### src/pimf_pkg.sv
`default_nettype none

package pimf_pkg;

	typedef struct packed {
		logic [15:0] pulse_length;
		logic        is_end;
	} in_beat_t;

	typedef struct packed {
		logic        out_kind;
		logic [15:0] out_length;
		logic        last;
	} out_beat_t;

	localparam logic [15:0] GAP_THRESHOLD_RESET = 16'd400;

	localparam logic KIND_LENGTH = 1'b0;
	localparam logic KIND_MARKER = 1'b1;

endpackage

`default_nettype wire

### src/pulse_interval_merger_and_framer_top.sv
// Pulse interval merger and framer.
//
// Input channel (in_valid/in_ready/in_data) carries one pulse length or a stream
// end marker per beat. Output channel (out_valid/out_ready/out_data) carries
// cleaned lengths and end-of-burst markers; last marks the final result beat
// caused by one input beat. An input beat gives zero, one or two result beats.
// cfg_we/cfg_wdata write the gap threshold; write it only while the block idles.
//
// An accepted beat lands in an input register and is processed once the
// four-entry result queue has room for two beats; its results are written
// into the queue together and offered from there. One input beat is taken
// per cycle while the queue drains; the output side moves one beat per cycle
// while the receiver is ready, so a stream whose inputs each give two results
// is held back by the output side.
// A stalled receiver fills the queue, and in_ready drops once the input register
// holds a beat that cannot be processed. No results are lost.
// Reset clears the queue, the merge history and the framer, and loads the gap
// threshold with 400.
`default_nettype none

module pulse_interval_merger_and_framer_top #(
	parameter int LENGTH_BITS = 16
) (
	input  wire                      clk,
	input  wire                      arst_n,
	input  wire                      in_valid,
	output logic                     in_ready,
	input  wire pimf_pkg::in_beat_t  in_data,
	output logic                     out_valid,
	input  wire                      out_ready,
	output pimf_pkg::out_beat_t      out_data,
	input  wire                      cfg_we,
	input  wire  [15:0]              cfg_wdata
);
	import pimf_pkg::*;

	localparam int LB = LENGTH_BITS;
	localparam int EW = LENGTH_BITS + 16;

	// input register
	logic     valid_s1;
	in_beat_t beat_s1;

	// configuration and state
	logic [15:0]   thr_q;
	logic [LB-1:0] newest_q;
	logic [LB-1:0] older_q;
	logic          leading_q;
	logic          gap_rep_q;
	logic [LB-1:0] held_q;
	logic          held_valid_q;
	logic          in_burst_q;

	// result queue
	out_beat_t   fifo_q [0:3];
	logic [1:0]  wptr_q;
	logic [1:0]  rptr_q;
	logic [2:0]  cnt_q;

	logic          proc;
	logic          pop;
	logic [EW-1:0] in_ext;
	logic [LB-1:0] len_in;
	logic [LB:0]   sum_w;
	logic [LB-1:0] cur_len;
	logic [EW-1:0] cur_ext;
	logic [EW-1:0] thr_ext;
	logic [EW-1:0] older_ext;
	logic [EW-1:0] held_ext;
	logic          both_nz;
	logic          gap;
	logic          leading1;
	logic          marker;
	logic          push;
	logic          emit_marker;
	logic          ib_m;
	logic          hv_m;
	logic          emit_held;
	logic          emit_older;
	logic [1:0]    nres;
	out_beat_t     res0;
	out_beat_t     res1;
	logic [LB-1:0] newest_d;
	logic [LB-1:0] older_d;
	logic          leading_d;
	logic          gap_rep_d;
	logic          held_valid_d;
	logic          in_burst_d;
	logic          load_held;

	assign pop       = out_valid && out_ready;
	assign proc      = valid_s1 && (cnt_q <= 3'd2);
	assign in_ready  = !valid_s1 || proc;
	assign out_valid = (cnt_q != 3'd0);
	assign out_data  = fifo_q[rptr_q];

	always_comb begin
		in_ext    = {{LB{1'b0}}, beat_s1.pulse_length};
		len_in    = in_ext[LB-1:0];
		sum_w     = {1'b0, len_in} + {1'b0, older_q};
		both_nz   = (newest_q != '0) && (older_q != '0);
		// merge into the older length when the newest one is empty
		if (newest_q == '0) begin
			cur_len = sum_w[LB] ? {LB{1'b1}} : sum_w[LB-1:0];
		end else begin
			cur_len = len_in;
		end
		cur_ext   = {16'd0, cur_len};
		thr_ext   = {{LB{1'b0}}, thr_q};
		older_ext = {16'd0, older_q};
		held_ext  = {16'd0, held_q};
		gap       = cur_ext > thr_ext;
		leading1  = leading_q || gap;

		if (beat_s1.is_end) begin
			marker    = 1'b1;
			push      = 1'b0;
			newest_d  = '0;
			older_d   = '0;
			leading_d = 1'b1;
			gap_rep_d = gap_rep_q;
		end else begin
			marker    = gap && !gap_rep_q;
			push      = both_nz && !leading1;
			newest_d  = cur_len;
			older_d   = newest_q;
			leading_d = both_nz ? 1'b0 : leading1;
			gap_rep_d = push ? 1'b0 : (gap_rep_q || gap);
		end

		// framer: marker first, then the pushed length
		emit_marker = marker && in_burst_q && !held_valid_q;
		ib_m        = marker ? 1'b0 : in_burst_q;
		hv_m        = marker ? 1'b0 : held_valid_q;
		load_held   = push && !ib_m;
		emit_held   = push && ib_m && hv_m;
		emit_older  = push && ib_m;
		if (push) begin
			in_burst_d   = 1'b1;
			held_valid_d = !ib_m;
		end else begin
			in_burst_d   = ib_m;
			held_valid_d = hv_m;
		end

		res0 = '{out_kind: KIND_MARKER, out_length: 16'd0, last: 1'b1};
		res1 = '{out_kind: KIND_LENGTH, out_length: older_ext[15:0], last: 1'b1};
		if (emit_held) begin
			res0 = '{out_kind: KIND_LENGTH, out_length: held_ext[15:0], last: 1'b0};
			nres = 2'd2;
		end else if (emit_older) begin
			res0 = '{out_kind: KIND_LENGTH, out_length: older_ext[15:0], last: 1'b1};
			nres = 2'd1;
		end else if (emit_marker) begin
			nres = 2'd1;
		end else begin
			nres = 2'd0;
		end
	end

	always_ff @(posedge clk or negedge arst_n) begin
		if (!arst_n) begin
			valid_s1     <= 1'b0;
			thr_q        <= GAP_THRESHOLD_RESET;
			newest_q     <= '0;
			older_q      <= '0;
			leading_q    <= 1'b1;
			gap_rep_q    <= 1'b0;
			held_valid_q <= 1'b0;
			in_burst_q   <= 1'b0;
			wptr_q       <= 2'd0;
			rptr_q       <= 2'd0;
			cnt_q        <= 3'd0;
		end else begin
			if (cfg_we) begin
				thr_q <= cfg_wdata;
			end
			if (in_ready) begin
				valid_s1 <= in_valid;
			end
			if (proc) begin
				newest_q     <= newest_d;
				older_q      <= older_d;
				leading_q    <= leading_d;
				gap_rep_q    <= gap_rep_d;
				held_valid_q <= held_valid_d;
				in_burst_q   <= in_burst_d;
				wptr_q       <= wptr_q + nres;
			end
			if (pop) begin
				rptr_q <= rptr_q + 2'd1;
			end
			cnt_q <= cnt_q + (proc ? {1'b0, nres} : 3'd0) - {2'd0, pop};
		end
	end

	// payload registers, no reset
	always_ff @(posedge clk) begin
		if (in_ready && in_valid) begin
			beat_s1 <= in_data;
		end
		if (proc && load_held) begin
			held_q <= older_q;
		end
		if (proc && nres != 2'd0) begin
			fifo_q[wptr_q] <= res0;
		end
		if (proc && nres == 2'd2) begin
			fifo_q[wptr_q + 2'd1] <= res1;
		end
	end

endmodule

`default_nettype wire

### config.mk
export PLATFORM = sky130hd
export DESIGN_NAME = pulse_interval_merger_and_framer_top
export DESIGN_NICKNAME = d
export VERILOG_FILES = /design/src/pimf_pkg.sv /design/src/pulse_interval_merger_and_framer_top.sv
export SDC_FILE = /design/constraint.sdc
export NUM_CORES = 1
export LEC_CHECK = 0
export ABC_AREA = 1
export BUFFER_PORTS_ARGS = -buffer_cell sky130_fd_sc_hd__buf_4
export CORE_MARGIN = 2
export CORE_UTILIZATION = 30
export CTS_BUF_LIST = sky130_fd_sc_hd__clkbuf_4 sky130_fd_sc_hd__clkbuf_8
export CTS_CLUSTER_DIAMETER = 60
export DETAILED_ROUTE_END_ITERATION = 16
export GPL_TIMING_DRIVEN = 0
export HOLD_SLACK_MARGIN = 0.02
export PLACE_DENSITY_LB_ADDON = 0.08
export SKIP_CTS_REPAIR_TIMING = 1
export SLEW_MARGIN = 20
export SYNTH_ARGS = -nofsm -noshare
export SYNTH_HDL_FRONTEND = slang
export SYNTH_SLANG_ARGS = --single-unit
### constraint.sdc
create_clock -name clk -period 5.9 [get_ports clk]
set_input_delay 0.295 -clock clk [delete_from_list [all_inputs] [get_ports clk]]
set_output_delay 0.295 -clock clk [all_outputs]
set_load 0.02 [all_outputs]
Yosys cells after proc, flatten, opt, wreduce, memory -nomap -nowiden
Memory sizes are Yosys's and may differ from the RTL's.
Cells that the tools add are included.
Word-level totals
  register bits: 93
  latch bits: 0
  bits in writable memories: 72
  ROM bits: 0
  bits of input ports: 38
  output and inout port bits: 20
  memories: 1
Memories
  fifo_q: words 4, width 18, read ports 1, clocked after memory_dff 0, wr ports 2, line pulse_interval_merger_and_framer_top.sv:55  | out_beat_t fifo_q [0:3];
Cells by class
  add/subtract/negate cells: 6
  multiply operators: 0
  divide/modulo/power cells: 0
  $lt $le $gt $ge: 2
  equal/unequal tests: 1
  shift-type cells: 0
  mux-type cells: 23
  bitwise gates (word level): 1
  reduce and logical (&&, ||, !) cells: 28
Operator list (count)
  2-to-1 mux 16 bit: 4
  2-to-1 mux 18 bit: 2
  nonzero test 16 bit: 2
  adder 16 x 16 -> 17 bit: 1
  greater-than comparator 16 bit: 1
  zero test 16 bit: 1
  2-to-1 mux 1 bit: 15
  logical AND 1 bit: 14
  zero test 1 bit: 5
  adder 2 x 1 -> 2 bit, second input constant: 2
  2-to-1 mux 2 bit: 2
  adder 3 x 2 -> 3 bit: 1
  less-or-equal comparator 3 x 2 -> 1 bit, second input constant: 1
  logical OR 1 bit: 3
  nonzero test 3 bit: 1
  subtractor 3 x 1 -> 3 bit: 1
  adder 2 bit: 1
  == test 2 bit, second input constant: 1
  AND reduction 2 bit: 1
  nonzero test 2 bit: 1
  inverter 1 bit: 1

Longest topological paths before layout
  word-level depth: 15
  gate-level depth with buffers: 36
  gate-level depth less buffers: 35

Worst setup path after synthesis
OpenSTA, ideal clock, no wires.
  path kind: flip-flop to flip-flop
  start: register older_q[0]
  end: register cnt_q[2]
  library setup time: 129 ps
  data arrival time: 4707 ps
  required time: 5771 ps
  path slack: 1065 ps
  cell stages (with the launch flop): 34
  path buffers: 2
  period minus slack after synthesis: 4835 ps
  cell sequence: dfrtp_1 ha_1 fa_1 nand2_1 nand2_1 o21ai_1 o21ai_1 nand3_1 nand2_1 nand3_1 nand3_1 inv_2 buf_2 nand2_1 o21ai_1 inv_1 ha_1 a21oi_1 nor2_1 nor2_1 nand2_1 nand2_1 nand2_1 nand2_2 nand3b_4 nor2_4 nand2_2 nor2_4 buf_2 inv_1 ha_1 fa_1 xnor2_1 xor2_1
Between the ends
  longest elaborated chain between the ends: 14
  elaborated cells on any way between the ends: 24
  those cells by class: add/sub: 3; order compare: 1; mux: 10; reduce/logical: 10
RTL lines
  start, declared: line pulse_interval_merger_and_framer_top.sv:47  | logic [LB-1:0] older_q;
  start signal, assigned: line pulse_interval_merger_and_framer_top.sv:183  | older_q <= older_d;
  adder 16 x 16 -> 17 bit: line pulse_interval_merger_and_framer_top.sv:100  | sum_w = {1'b0, len_in} + {1'b0, older_q};
  2-to-1 mux 16 bit: line pulse_interval_merger_and_framer_top.sv:104  | cur_len = sum_w[LB] ? {LB{1'b1}} : sum_w[LB-1:0];
  2-to-1 mux 16 bit: line pulse_interval_merger_and_framer_top.sv:103  | if (newest_q == '0) begin
  greater-than comparator 16 bit: line pulse_interval_merger_and_framer_top.sv:112  | gap = cur_ext > thr_ext;
  logical AND 1 bit or logical OR 1 bit (tied branches): line pulse_interval_merger_and_framer_top.sv:123, pulse_interval_merger_and_framer_top.sv:113
  2-to-1 mux 1 bit or zero test 1 bit (tied branches): line pulse_interval_merger_and_framer_top.sv:115, pulse_interval_merger_and_framer_top.sv:124
  logical AND 1 bit, on equally long branches: line pulse_interval_merger_and_framer_top.sv:132, pulse_interval_merger_and_framer_top.sv:124
  logical AND 1 bit or 2-to-1 mux 1 bit (tied branches): line pulse_interval_merger_and_framer_top.sv:132, pulse_interval_merger_and_framer_top.sv:115
  2-to-1 mux 1 bit or logical AND 1 bit (tied branches): line pulse_interval_merger_and_framer_top.sv:154, pulse_interval_merger_and_framer_top.sv:136, pulse_interval_merger_and_framer_top.sv:137
  2-to-1 mux 1 bit or logical AND 1 bit (tied branches): line pulse_interval_merger_and_framer_top.sv:151, pulse_interval_merger_and_framer_top.sv:136
  2-to-1 mux 2 bit *: line pulse_interval_merger_and_framer_top.sv:148  | if (emit_held) begin
  2-to-1 mux 2 bit *: line pulse_interval_merger_and_framer_top.sv:193  | cnt_q <= cnt_q + (proc ? {1'b0, nres} : 3'd0) - {2'd0, pop};
  adder 3 x 2 -> 3 bit *: line pulse_interval_merger_and_framer_top.sv:193
  subtractor 3 x 1 -> 3 bit *: line pulse_interval_merger_and_framer_top.sv:193
  end signal, assigned: line pulse_interval_merger_and_framer_top.sv:193
  end, declared: line pulse_interval_merger_and_framer_top.sv:58  | logic [2:0] cnt_q;
Every way passes the cells marked *; elsewhere a longest branch is shown, timed or not.
A chain may end at the register's enable or synchronous reset.

Final worst setup path
Same ends and word-level chain as after synthesis.

==> reports/results.md <==
| Step | Result | Value |
|---|---|---|
| global route | Via count of the first global-routing pass | 6,947 |
| setup path | Largest fanout on the critical path | 10 |
| clocking | Root buf cell | sky130_fd_sc_hd__clkbuf_8 |
| floorplanning | Horiz. Die Dim | 174.5 um |
| setup path | CP Data Required Time | 6.30 ns |
| run status | Outcome | finished clean |
| sta | Final Hold Fails | 0 |
| job | Max Cap Violations | 0 |
| setup path | Endpoint kind of the worst setup timing path | register |
| sta | Final max-slew violation count | 0 |
| drt | Final Routed Wirelength | 25.64 mm |
| finish | Area taken by flip-flops and latches | 4581 um^2 |
| synth | Post-synthesis cell type count | 43 |
| synth | Post-synthesis sequential element count | 165 |
| clocking | Worst skew pair latency | 0.48 ns |
| global route | Largest net degree at the start of global routing | 61 |
| synth | Instance count of the mapped netlist | 949 |
| floorplanning | Number of placed I/O pins | 58 |
| power | Switching power as a share of total power | 44.68% |
| power | Internal power | 2.377 mW |
| clocking | H-Tree Depth | 4 |
| placement | Number of buffers added on ports | 57 |
| worst hold path | Hold endpoint | thr_q[3] |
| synth | Sequential-to-total area share from yosys stat | 52.50% |
| setup path | Max incr delay on CP | 0.46 ns |
| floorplanning | Area inside the core boundary | 28,700 um^2 |
| power | Lkg Pwr | 4.262 nW |
| sta | Ratio of final minimum period to clock period | 94.60% |
| clocking | Clock tree sinks | 165 |
| setup path | Endpoint of the lowest-slack register-to-register path | cnt_q[2] |
| global route | Total GRT Usage | 17.32% |
| power | P per Cell Area | 415.2 nW/um^2 |
| global route | GRT overflow | 0 |
| global route | Wire length of the first global-routing pass | 40.14 mm |
| finish | Finished Core Util | 36.05% |
| clocking | CTS tree | yes |
| floorplanning | Die outline area | 30,460 um^2 |
| sta | Highest achievable clock rate | 179.2 MHz |
| setup path | Flop-to-flop setup slack | 0.32 ns |
| sta | RSZ-0062 raised after global routing | true |
| setup path | CP most frequent cell | sky130_fd_sc_hd__nand2_1 |
| finish | Layout net count | 1,131 |
| drt | Remaining design rule violation count | 0 |
| power | Portion of total power attributed to sequential cells | 36.9% |
| finish | Antenna Diode Count | 0 |
| setup path | Buffers and inverters on the worst path | 5 |
| synth | Count of warnings emitted by yosys | 0 |
| finish | Filler instances | 3,005 |
| floorplanning | Row Count | 62 |
| finish | Area of combinational cells with multiple inputs | 3523 um^2 |
| worst hold path | Hold Crit Start | cfg_wdata[3] |
| setup path | Cell at the slowest stage of the critical path | sky130_fd_sc_hd__dfrtp_2 |
| setup path | Critical path data arrival time | 5.98 ns |
| sta | Transition time of the tightest slew-check pin | 0.9528 ns |
| global route | Number of antenna violations at the first check in global routing | 0 |
| sta | Final min period | 5.581 ns |
| worst hold path | Hold Path Class | primary input to register |
| power | Combinational cell fraction of total power | 43.7% |
| power | Part of the total power dissipated in the clock network | 19.4% |
| drt | Average vias per placed instance | 4.836 |
| floorplanning | Initial Util | 30.39% |
| synth | Post-Syn Area | 8723 um^2 |
| drt | Router iterations before antenna repair | 5 |
| placement | Final weighted congestion in routability-driven placement | 0.8570 |
| setup path | Critical Path Source Type | register |
| setup path | Count of cells along the worst register-to-register path | 33 |
| power | Net switching power | 1.919 mW |
| clocking | CTS Buf Count | 17 |
| sta | Minimum hold slack | 0.02527 ns |
| sta | Final Skew | 0.02406 ns |
| clocking | Maximum clock path buffer count | 2 |
| synth | Syn Nets | 1,025 |
| floorplanning | Vertical die dimension | 174.5 um |
| setup path | Worst r2r src | older_q[0] |
| drt | Iteration-0 DRC count of the detailed router | 398 |
| setup path | CP Class | register to register |
| clocking | Register clock-pin slew on the reported worst setup and hold paths | 0.11 ns |
| sta | Setup tns final | 0 ns |
| finish | Share of layout cells above drive strength 1 | 13.58% |
| synth | Synthesized area per cell | 9.192 um^2 |
| drt | Vias | 7,022 |
| power | Maximum ir drop on the vdd rail | 106.5 uV |
| drt | Antenna Violating Nets Remaining | 0 |
| sta | Final setup violating endpoints | 0 |
| setup path | Kind of cell adding the most delay to the critical path | simple AND/OR/NAND/NOR gates |
| sta | Tightest slew margin relative to the limit | 35.91% |
| worst hold path | WHS Path Cells | 3 |
| drt | Post-DR wirelength/cell | 17.66 um |
| finish | Area growth from synthesis to layout | 18.62% |
| placement | Detailed placer's ending HPWL | 18.96 mm |
-- stage by stage --
stage	total power, mW	setup slack [ns]	std cells	instance area (um^2)
final	4.296	0.3188	1452	10350
after global routing	4.618	-0.1780	1452	10350
after CTS	4.326	-0.2979	1424	10050
after detailed placement	3.494	-0.2694	1392	9663
after global placement	3.477	-0.2560	1390	9632
after floorplan	2.805	1.065	949	8723
-- metal layers --
metal / track usage [%] / wire (um)
met1: 23.52 / 12400
met2: 29.08 / 12190
met3: 2.340 / 815
met4: 4.583 / 238
met5: 0 / 0
-- cells by family after synthesis --
logic type / Yosys count / synth area share [%]
buffers and inverters: 161 / 7.415
AND/OR/NAND/NOR: 327 / 17.56
adder cells (fa/ha/maj): 38 / 5.622
XOR/XNOR: 14 / 1.406
flip-flops: 165 / 52.50
AO/OA/AOI/OAI: 243 / 15.38
multiplexers: 1 / 0.1291
-- worst reg2reg max path: cells and delay by family, from the launching register on --
kind	cells	cell delay (ns)
XOR/XNOR	2	0.36
flip-flops	1	0.46
buffers and inverters	5	0.65
AO/OA/AOI/OAI	4	0.50
adder cells (fa/ha/maj)	5	1.66
AND/OR/NAND/NOR	17	1.88
-- how the worst max path moves through the flow --
| stage | from | to | slack [ns] | cells after the start |
|---|---|---|---|---|
| after floorplan | older_q[0] | cnt_q[2] | 1.06 | 33 |
| after detailed placement | older_q[0] | fifo_q[3][3] | -0.27 | 25 |
| after CTS | older_q[0] | fifo_q[3][5] | -0.30 | 25 |
| after global routing | older_q[0] | cnt_q[2] | -0.18 | 33 |
| final | older_q[0] | cnt_q[2] | 0.32 | 33 |
| after global placement | older_q[0] | held_q[10] | -0.26 | 23 |
-- power groups by stage --
stage | clock, mW | sequential, mW | combinational, mW
global route | 0.898 | 1.61 | 2.11
floorplan | 0 | 1.55 | 1.25
finish | 0.834 | 1.58 | 1.88
detailed placement | 0 | 1.61 | 1.88
CTS | 0.854 | 1.59 | 1.89
global placement | 0 | 1.61 | 1.87
-- Yosys cell counts, drive strengths merged --
cell,instances,share of area [%]
ha,36,5.2
o22ai,44,3.2
fa,2,0.46
and2,2,0.14
xor2,11,1.1
nand3b,2,0.32
o211ai,17,1.5
buf,19,1.3
a211oi,2,0.17
a21oi,30,1.7
nand2,131,5.7
dfrtp,56,16
nand3,97,6.2
dfstp,4,1.2
a21o,1,0.086
a31oi,5,0.36
o21bai,2,0.17
clkinv,1,0.043
xnor2,3,0.30
nor2,66,3.1
nand4,15,1.1
nor3,5,0.42
nor4,2,0.14
dfxtp,8,1.8
edfxtp,97,33
clkbuf,29,1.2
or2,7,0.50
inv,112,4.8
o21ai,140,8.1
mux2,1,0.13
a21boi,2,0.17
-- registers in the layout (all words and copies together) (netlist names), 2 cells and up --
name,flops
newest_q,16
wptr_q,2
older_q,16
len_in,16
rptr_q,2
fifo_q,72
thr_q,16
cnt_q,3
held_q,16
-- layout make-up --
class | count | area share (%)
plain buffers | 48 | 2.201
clock buffers | 17 | 2.261
clock inverters | 15 | 1.487
inverters | 113 | 4.099
multi-input cells | 623 | 34.05
flip-flops and latches | 165 | 44.27
well taps | 384 | 4.643
repair buffers | 87 | 6.989
-- layout by cell type (no fill, tap or decap), types with 5 or more instances in the layout --
| cell type | instances |
|---|---|
| sky130_fd_sc_hd__a21oi_1 | 30 |
| sky130_fd_sc_hd__or2_2 | 5 |
| sky130_fd_sc_hd__buf_2 | 8 |
| sky130_fd_sc_hd__o21ai_1 | 34 |
| sky130_fd_sc_hd__buf_6 | 6 |
| sky130_fd_sc_hd__o211ai_1 | 17 |
| sky130_fd_sc_hd__nand2_1 | 125 |
| sky130_fd_sc_hd__nor2_1 | 61 |
| sky130_fd_sc_hd__buf_4 | 61 |
| sky130_fd_sc_hd__nand2_2 | 6 |
| sky130_fd_sc_hd__ha_1 | 36 |
| sky130_fd_sc_hd__nand4_1 | 15 |
| sky130_fd_sc_hd__buf_1 | 5 |
| sky130_fd_sc_hd__xor2_1 | 11 |
| sky130_fd_sc_hd__dfrtp_1 | 55 |
| sky130_fd_sc_hd__inv_8 | 6 |
| sky130_fd_sc_hd__inv_1 | 108 |
| sky130_fd_sc_hd__clkbuf_8 | 17 |
| sky130_fd_sc_hd__edfxtp_1 | 97 |
| sky130_fd_sc_hd__o22ai_1 | 44 |
| sky130_fd_sc_hd__dlygate4sd3_1 | 25 |
| sky130_fd_sc_hd__clkbuf_1 | 29 |
| sky130_fd_sc_hd__o21ai_0 | 105 |
| sky130_fd_sc_hd__nand3_1 | 90 |
| sky130_fd_sc_hd__dfxtp_1 | 8 |
Power figures use the tool's default switching activity.
